$ cat src/hdl/lda_pkg.sv
// Shared constants, types and count helpers for the topic sampler.
package lda_pkg;

    localparam int TOPICS  = 16;
    localparam int TOPIC_W = 4;
    localparam int KUSE_W  = 5;
    localparam int VOCAB_W = 12;
    localparam int VUSE_W  = 13;
    localparam int DOC_W   = 10;
    localparam int ENT_W   = 14;
    localparam int TOKEN_W = 16;
    localparam int CNT_W   = 32;
    localparam int PRIOR_W = 32;
    localparam int DRAW_W  = 32;
    localparam int QUO_W   = 32;
    localparam int DIV_W   = 50;
    localparam int SUM_W   = 64;

    // divider request and response
    typedef struct packed {
        logic             start;
        logic [DIV_W-1:0] num;
        logic [DIV_W-1:0] den;
    } lda_div_req_t;

    typedef struct packed {
        logic             busy;
        logic             done;
        logic [QUO_W-1:0] quo;
    } lda_div_rsp_t;

    // count minus tokens, floor at zero
    function automatic logic [CNT_W-1:0] sat_sub(input logic [CNT_W-1:0] a,
                                                 input logic [TOKEN_W-1:0] n);
        logic [CNT_W-1:0] nx;
        nx = {{(CNT_W-TOKEN_W){1'b0}}, n};
        return (a > nx) ? a - nx : '0;
    endfunction

    // count plus tokens, ceiling at all ones
    function automatic logic [CNT_W-1:0] sat_add(input logic [CNT_W-1:0] a,
                                                 input logic [TOKEN_W-1:0] n);
        logic [CNT_W:0] s;
        s = {1'b0, a} + {{(CNT_W+1-TOKEN_W){1'b0}}, n};
        return s[CNT_W] ? '1 : s[CNT_W-1:0];
    endfunction

endpackage

$ cat src/hdl/lda_div.sv
// Bit-serial restoring divider giving a saturated Q0.32 quotient.
module lda_div import lda_pkg::*;
(
    input  logic         clk,
    input  logic         rst_n,
    input  lda_div_req_t req,
    output lda_div_rsp_t rsp
);

    logic [DIV_W:0]   rem_reg;
    logic [DIV_W-1:0] den_reg;
    logic [QUO_W-1:0] quo_reg;
    logic [4:0]       cnt_reg;
    logic             busy_reg;
    logic             done_reg;

    logic [DIV_W:0]   rem_sh;
    logic             ge;

    // one quotient bit per cycle
    assign rem_sh = {rem_reg[DIV_W-1:0], 1'b0};
    assign ge     = rem_sh >= {1'b0, den_reg};

    always_ff @(posedge clk or negedge rst_n)
    begin
        if (!rst_n)
        begin
            rem_reg  <= '0;
            den_reg  <= '0;
            quo_reg  <= '0;
            cnt_reg  <= '0;
            busy_reg <= 1'b0;
            done_reg <= 1'b0;
        end
        else if (req.start)
        begin
            cnt_reg <= '0;
            den_reg <= req.den;
            rem_reg <= {1'b0, req.num};
            if (req.den == '0)
            begin
                quo_reg  <= '0;
                busy_reg <= 1'b0;
                done_reg <= 1'b1;
            end
            else if (req.num >= req.den)
            begin
                quo_reg  <= '1;
                busy_reg <= 1'b0;
                done_reg <= 1'b1;
            end
            else
            begin
                quo_reg  <= '0;
                busy_reg <= 1'b1;
                done_reg <= 1'b0;
            end
        end
        else if (busy_reg)
        begin
            rem_reg <= ge ? rem_sh - {1'b0, den_reg} : rem_sh;
            quo_reg <= {quo_reg[QUO_W-2:0], ge};
            cnt_reg <= cnt_reg + 5'd1;
            if (cnt_reg == 5'(QUO_W-1))
            begin
                busy_reg <= 1'b0;
                done_reg <= 1'b1;
            end
        end
        else
        begin
            done_reg <= 1'b0;
        end
    end

    assign rsp.busy = busy_reg;
    assign rsp.done = done_reg;
    assign rsp.quo  = quo_reg;

endmodule

$ cat config.mk
export PLATFORM = sky130hd
export DESIGN_NAME = lda_div
export DESIGN_NICKNAME = d
export VERILOG_FILES = /design/src/hdl/lda_pkg.sv /design/src/hdl/lda_div.sv
export SDC_FILE = /design/constraint.sdc
export NUM_CORES = 1
export LEC_CHECK = 0
export BUFFER_PORTS_ARGS = -buffer_cell sky130_fd_sc_hd__buf_2
export CAP_MARGIN = 20
export CORE_MARGIN = 2
export CORE_UTILIZATION = 30
export CTS_BUF_LIST = sky130_fd_sc_hd__clkbuf_4 sky130_fd_sc_hd__clkbuf_8 sky130_fd_sc_hd__clkbuf_16
export CTS_CLUSTER_SIZE = 24
export DETAILED_ROUTE_END_ITERATION = 6
export PLACE_DENSITY = 0.51
export SETUP_SLACK_MARGIN = 0.1
export SLEW_MARGIN = 0
export SYNTH_ARGS = -nofsm -noshare
export SYNTH_HDL_FRONTEND = slang
export SYNTH_SLANG_ARGS = --single-unit
$ cat constraint.sdc
create_clock -name clk -period 2.5 [get_ports clk]
set_input_delay 0.25 -clock clk [delete_from_list [all_inputs] [get_ports clk]]
set_output_delay 0.25 -clock clk [all_outputs]
set_load 0.005 [all_outputs]
Yosys cells after proc, flatten, opt, wreduce, memory -nomap -nowiden
Index checks and enable logic that the tools add are counted.
{"block": "totals", "n_memories": 0, "rom_bits": 0, "latchBits": 0, "ramBits": 0, "word_cells": 33, "register_bits": 139, "output_inout_bits": 34}
{"block": "op_classes", "n_reduce_logical": 2, "order_cmp": 2, "shift": 0, "mux": 19, "eq_ne": 2, "add_sub_neg": 2, "bitwise": 0, "n_mul": 0, "div": 0}
{"cell": "$mux 50", "count": 3}
{"cell": "$mux 32", "count": 4}
{"cell": "$ge 51x50->1", "count": 1}
{"cell": "$ge 50x50->1", "count": 1}
{"cell": "$logic_not 50->1", "count": 1}
{"cell": "$sub 50x50->50", "count": 1}
{"cell": "$mux 1", "count": 10}
{"cell": "$mux 5", "count": 2}
{"cell": "$add 5x1->5 const B", "count": 1}
{"cell": "$eq 5x5->1 const B", "count": 1}
{"cell": "$ne 3x2->1 const B", "count": 1}
{"cell": "$reduce_bool 2->1", "count": 1}

Longest topological paths before layout
{"block": "logic_depth", "ltp_word": 4, "mapped_depth": 14}

Worst setup path after synthesis
Ideal clock, no wire load.
{"block": "synth_timing", "path_type": "flip-flop to flip-flop", "startpoint": "register rem_reg[13]", "endpoint": "register rem_reg[34]", "arrival_ps": 2449, "setup_slack_ps": -91, "setup_time_ps": 142, "synth_period_minus_slack_ps": 2591, "path_stages_with_launch": 12, "path_buffers": 1, "cell_sequence": "dfrtp_1 ha_1 buf_2 and3_1 a221o_1 a21o_1 a41oi_1 a21boi_1 o21ai_1 a21oi_1 xor2_1 o221ai_1"}
{"block": "synth_between", "elab_chain_cells": 4, "word_cells_on_any_way": 5}
{"item": "start, declared", "line": "lda_div.sv:10", "text": "logic [DIV_W:0] rem_reg;"}
{"item": "start signal, assigned", "line": "lda_div.sv:39", "text": "rem_reg <= {1'b0, req.num};"}
{"item": "start signal, assigned", "line": "lda_div.sv:61", "text": "rem_reg <= ge ? rem_sh - {1'b0, den_reg} : rem_sh;"}
{"item": "$sub 50x50->50 / $ge 51x50->1 (equally long branches)", "line": "lda_div.sv:61, lda_div.sv:22"}
{"item": "$mux 50 (*)", "line": "lda_div.sv:61"}
{"item": "$mux 50 (*)", "line": "lda_div.sv:59", "text": "else if (busy_reg)"}
{"item": "$mux 50 (*)", "line": "lda_div.sv:35", "text": "else if (req.start)"}
Every way passes the cells marked *; elsewhere a longest branch is shown, timed or not. The select of a mux whose other input is x is not followed.
A chain may end at the register's enable or synchronous reset.

Final worst setup path
{"block": "layout_timing", "startpoint": "register rem_reg[0]", "endpoint": "register rem_reg[42]"}
The elaborated chain is that of the path after synthesis.

==> key figures <==
Drt
  – First DRT Iteration DRCs: ~550
  – Detailed Route WL: around 42000 um
  – Vias: around 11000
  – DRC viols: 0
  – DR vias/cell: approximately 5.1
  – Detail Route Antenna Nets: 0
  – Wirelength per Cell: about 19 um
  – DRT Pass-1 Iters: 5

Pwr
  – Flop pwr share: 0.192
  – Peak supply drop: 0.0007612 V
  – Power per Cell Area: between 900 and 1000 nW/um^2
  – Leak Pwr: between 8 and 9 nW
  – P_sw: about 0.0063 W
  – Sw frac: 0.4092
  – Comb pwr share: 0.643
  – Clock power share: 0.165
  – Int Pwr: roughly 0.0091 W

Worst setup path
  – Worst setup SP type: flop
  – Crit path max-delay family: compound AO/OA/AOI/OAI gates
  – CP Data Arrival Time: between 3 and 4 ns
  – Cell chain of the critical path: buf_6 > fa_2 > a21o_1 > a211oi_2 > o21a_1 > a211oi_2 > o31ai_2 > buf_4 > buf_6 > a21oi_4 > a31oi_2 > xnor2_1 > o221ai_1
  – CP max-delay cell: dfrtp_1
  – Delay of the slowest cell on the worst path: 0.40 ns
  – Worst-path fanout max: 2
  – Buf+Inv Stages, Crit Path: 3
  – Nature of the critical path endpoint: flop
  – Critical Setup Path Class: reg2reg
  – RR Startpoint: rem_reg[0]
  – CP required: ~2.8 ns
  – First element of the critical path: rem_reg[0]

Cells and area
  – Nets: between 1500 and 2000
  – Commonest non-fill, non-tap cells in the layout: buf_4 (345), dfrtp_1 (137), buf_2 (131), nand2_1 (116), o21ai_0 (94)
  – Layout area overhead: 62.14%
  – Layout cells sized above 1: 0.4564
  – Commonest non-fill, non-tap cell in the layout: buf_4
  – Multi-input gate area in the final layout: approximately 7800 um^2
  – Fin cells: roughly 2200
  – Storage cell area: roughly 3500 um^2
  – Filler instances: 3294

Run
  – Max-cap check violation count: 0

GRT
  – Gr ovfl total: 0
  – Initial antenna violation count: 2
  – Total track usage: 0.2295
  – First-pass GRT wire length: about 64000 um
  – Largest net degree at the start of global routing: 74
  – Vias in the first global route: ~11000

STA
  – Fmax: about 340 MHz
  – Final Worst Setup Slack: -0.4782 ns
  – Min Clock Period, post-route: just under 3 ns
  – RSZ-0062 raised after global routing: true
  – Slew HR: 0.4959
  – Final-report hold violation count: 0
  – Final worst-path cycle share: 1.191
  – Clk_skew: about 0.012 ns
  – Pins over their slew limit: 0
  – Slew @ Worst Pin: between 0.7 and 0.8 ns
  – Finish-stage setup viols: a little over 50

Worst hold path
  – Hold Crit Class: in2reg
  – Hold Startpoint: req[45]

Synth
  – EDFF count, synth: 0
  – Synth warn: 0
  – Top cells by area, synth: dfrtp_1 (33%), ha_1 (12%), a21oi_1 (7.1%)
  – Synthesized area: between 10000 and 15000 um^2
  – Sequential share of the synthesized area: 0.3313
  – Synth Register Bits: roughly 140
  – Cell count after synthesis: around 1300
  – Top_reg_cell synth: dfrtp_1
  – Cell taking the most area after synthesis: dfrtp_1
  – Mean area per synthesized cell: 8.190 um^2
  – Syn_nets: between 1000 and 1500
  – Yosys cell types: 65
  – Ys async rst share: 1.000
  – Post-synth top area share: 0.3313

Clocking
  – CTS root buffer: clkbuf_16
  – CTS Buf Count: 17
  – CTS max path bufs: 2
  – Clk pin slew, worst setup/hold paths: approximately 0.06 ns
  – CTS tree: built
  – Max H-tree Level: 4
  – Clk sinks: ~140
  – Clk_lat worst skew: around 0.46 ns

Floorplan
  – Die H: about 190 um
  – I/O Pins: around 140
  – Core region area: ~35000 um^2
  – Initial Utilization: 0.3040
  – Overall die width: roughly 190 um
  – Row cnt: 68
  – Die area: roughly 37000 um^2

Placed design
  – Final HPWL DP: about 30000 um
  – Placed Cells: between 2000 and 2500
  – Setup WS pre-CTS: -0.6750 ns
  – I/O Buffers: 136
  – Gp weighted congestion: approximately 0.87

Run status
  – Failing checks: negative setup slack
  – Status: complete, but fails checks
[cell families after synthesis]
| family | after synthesis | synth area share |
|---|---|---|
| DFF | 139 | 0.3313 |
| xor gates and xnor gates | 46 | 0.03837 |
| muxes | 35 | 0.03337 |
| adders and majority gates | 103 | 0.1235 |
| AOI/OAI and AO/OA | 438 | 0.2475 |
| buffers and inverters | 182 | 0.06876 |
| and+or+nand+nor | 339 | 0.1573 |
[final cells by class]
type | instances | area share
inverters | 112 | 0.02484
diodes | 1 | 0.0001470
multi-input cells | 961 | 0.4599
clock inverters | 14 | 0.008084
well taps | 455 | 0.03344
repair buffers | 536 | 0.2441
clock buffers | 17 | 0.02499
flip-flops and latches | 139 | 0.2045
[tightest hold or removal path, stage by stage]
cell	delay (ns)
buf_2	0.09
nand2_1	0.04
o21ai_0	0.06
[cells in the mapped netlist (3+ instances only)]
master / count
o21bai_1: 3
xnor2_1: 28
ha_1: 102
nand3_1: 11
o221ai_1: 11
dfrtp_1: 139
xor2_1: 18
o211ai_1: 10
nor2b_1: 4
nand4b_1: 3
a21o_1: 35
nor2_1: 61
o21a_1: 10
o21ai_1: 10
clkbuf_1: 49
inv_1: 112
buf_2: 12
or3_1: 9
a211oi_1: 7
and4_1: 3
a31o_2: 3
mux2i_1: 35
nand4_1: 24
nor4_1: 15
a31oi_1: 4
buf_4: 6
and2_1: 5
nand2_1: 127
a221oi_1: 9
o31ai_1: 6
a21oi_1: 148
o21ai_0: 147
a221o_1: 4
nor3_1: 17
a41oi_1: 6
and3_1: 45
[routing by layer]
metal | up-vias | part of all wire | wire [um] | GRT usage
met2 | 243 | 0.48 | 20070 | 0.3778
met4 | 2 | 0.032 | 1351 | 0.09231
li1 | 5574 | - | - | -
met3 | 69 | 0.039 | 1638 | 0.03488
met1 | 5568 | 0.45 | 19090 | 0.3010
met5 | - | 0.00031 | 13 | 0
[per-stage QoR]
stage               hold slack [ns]  TNS [ns]  area [um^2]    util  total power [W]
floorplan                  -0.04559  -0.04060        10630       -         0.006824
global placement             0.2385    -36.70        14150  0.4098          0.01008
detailed placement           0.2398    -39.23        14150  0.4098          0.01010
CTS                         0.01399    -10.82        16080  0.4655          0.01430
global route                0.04381    -18.33        17030  0.4929          0.01637
finish                      0.02016    -13.68        17030  0.4929          0.01544
[power by group through the flow]
| stage | Clock [W] | Sequential [W] | Combinational (W) |
|---|---|---|---|
| 2_1_floorplan | 0 | 0.00292 | 0.00391 |
| 3_3_place_gp | 0 | 0.00293 | 0.00715 |
| 3_5_place_dp | 0 | 0.00294 | 0.00716 |
| 4_1_cts | 0.00260 | 0.00295 | 0.00876 |
| 5_1_grt | 0.00269 | 0.00302 | 0.0107 |
| 6_report | 0.00256 | 0.00296 | 0.00992 |
[timing repair]
| action | CTS | global route |
|---|---|---|
| pin swaps | 82 | 92 |
| buffers inserted | 36 | 24 |
| hold buffers | 1 | 0 |
| setup endpoints to repair | 82 | 82 |
| gates cloned | 6 | 2 |
| gates resized for setup | 223 | 164 |
| hold endpoints to repair | 46 | 0 |
[path summary, 6_finish.rpt]
kind / depth (start not counted) / slack, ns / end
worst min-delay path: 3 / 0.02 / den_reg[45]
min in group asynchronous: 2 / 0.32 / den_reg[10]
worst min register to register: 2 / 0.54 / cnt_reg[4]
worst max register to register: 13 / -0.48 / rem_reg[42]
max in group asynchronous: 3 / 1.47 / rem_reg[39]
worst max-delay path: 13 / -0.48 / rem_reg[42]
(Power assumes the default switching activity.)
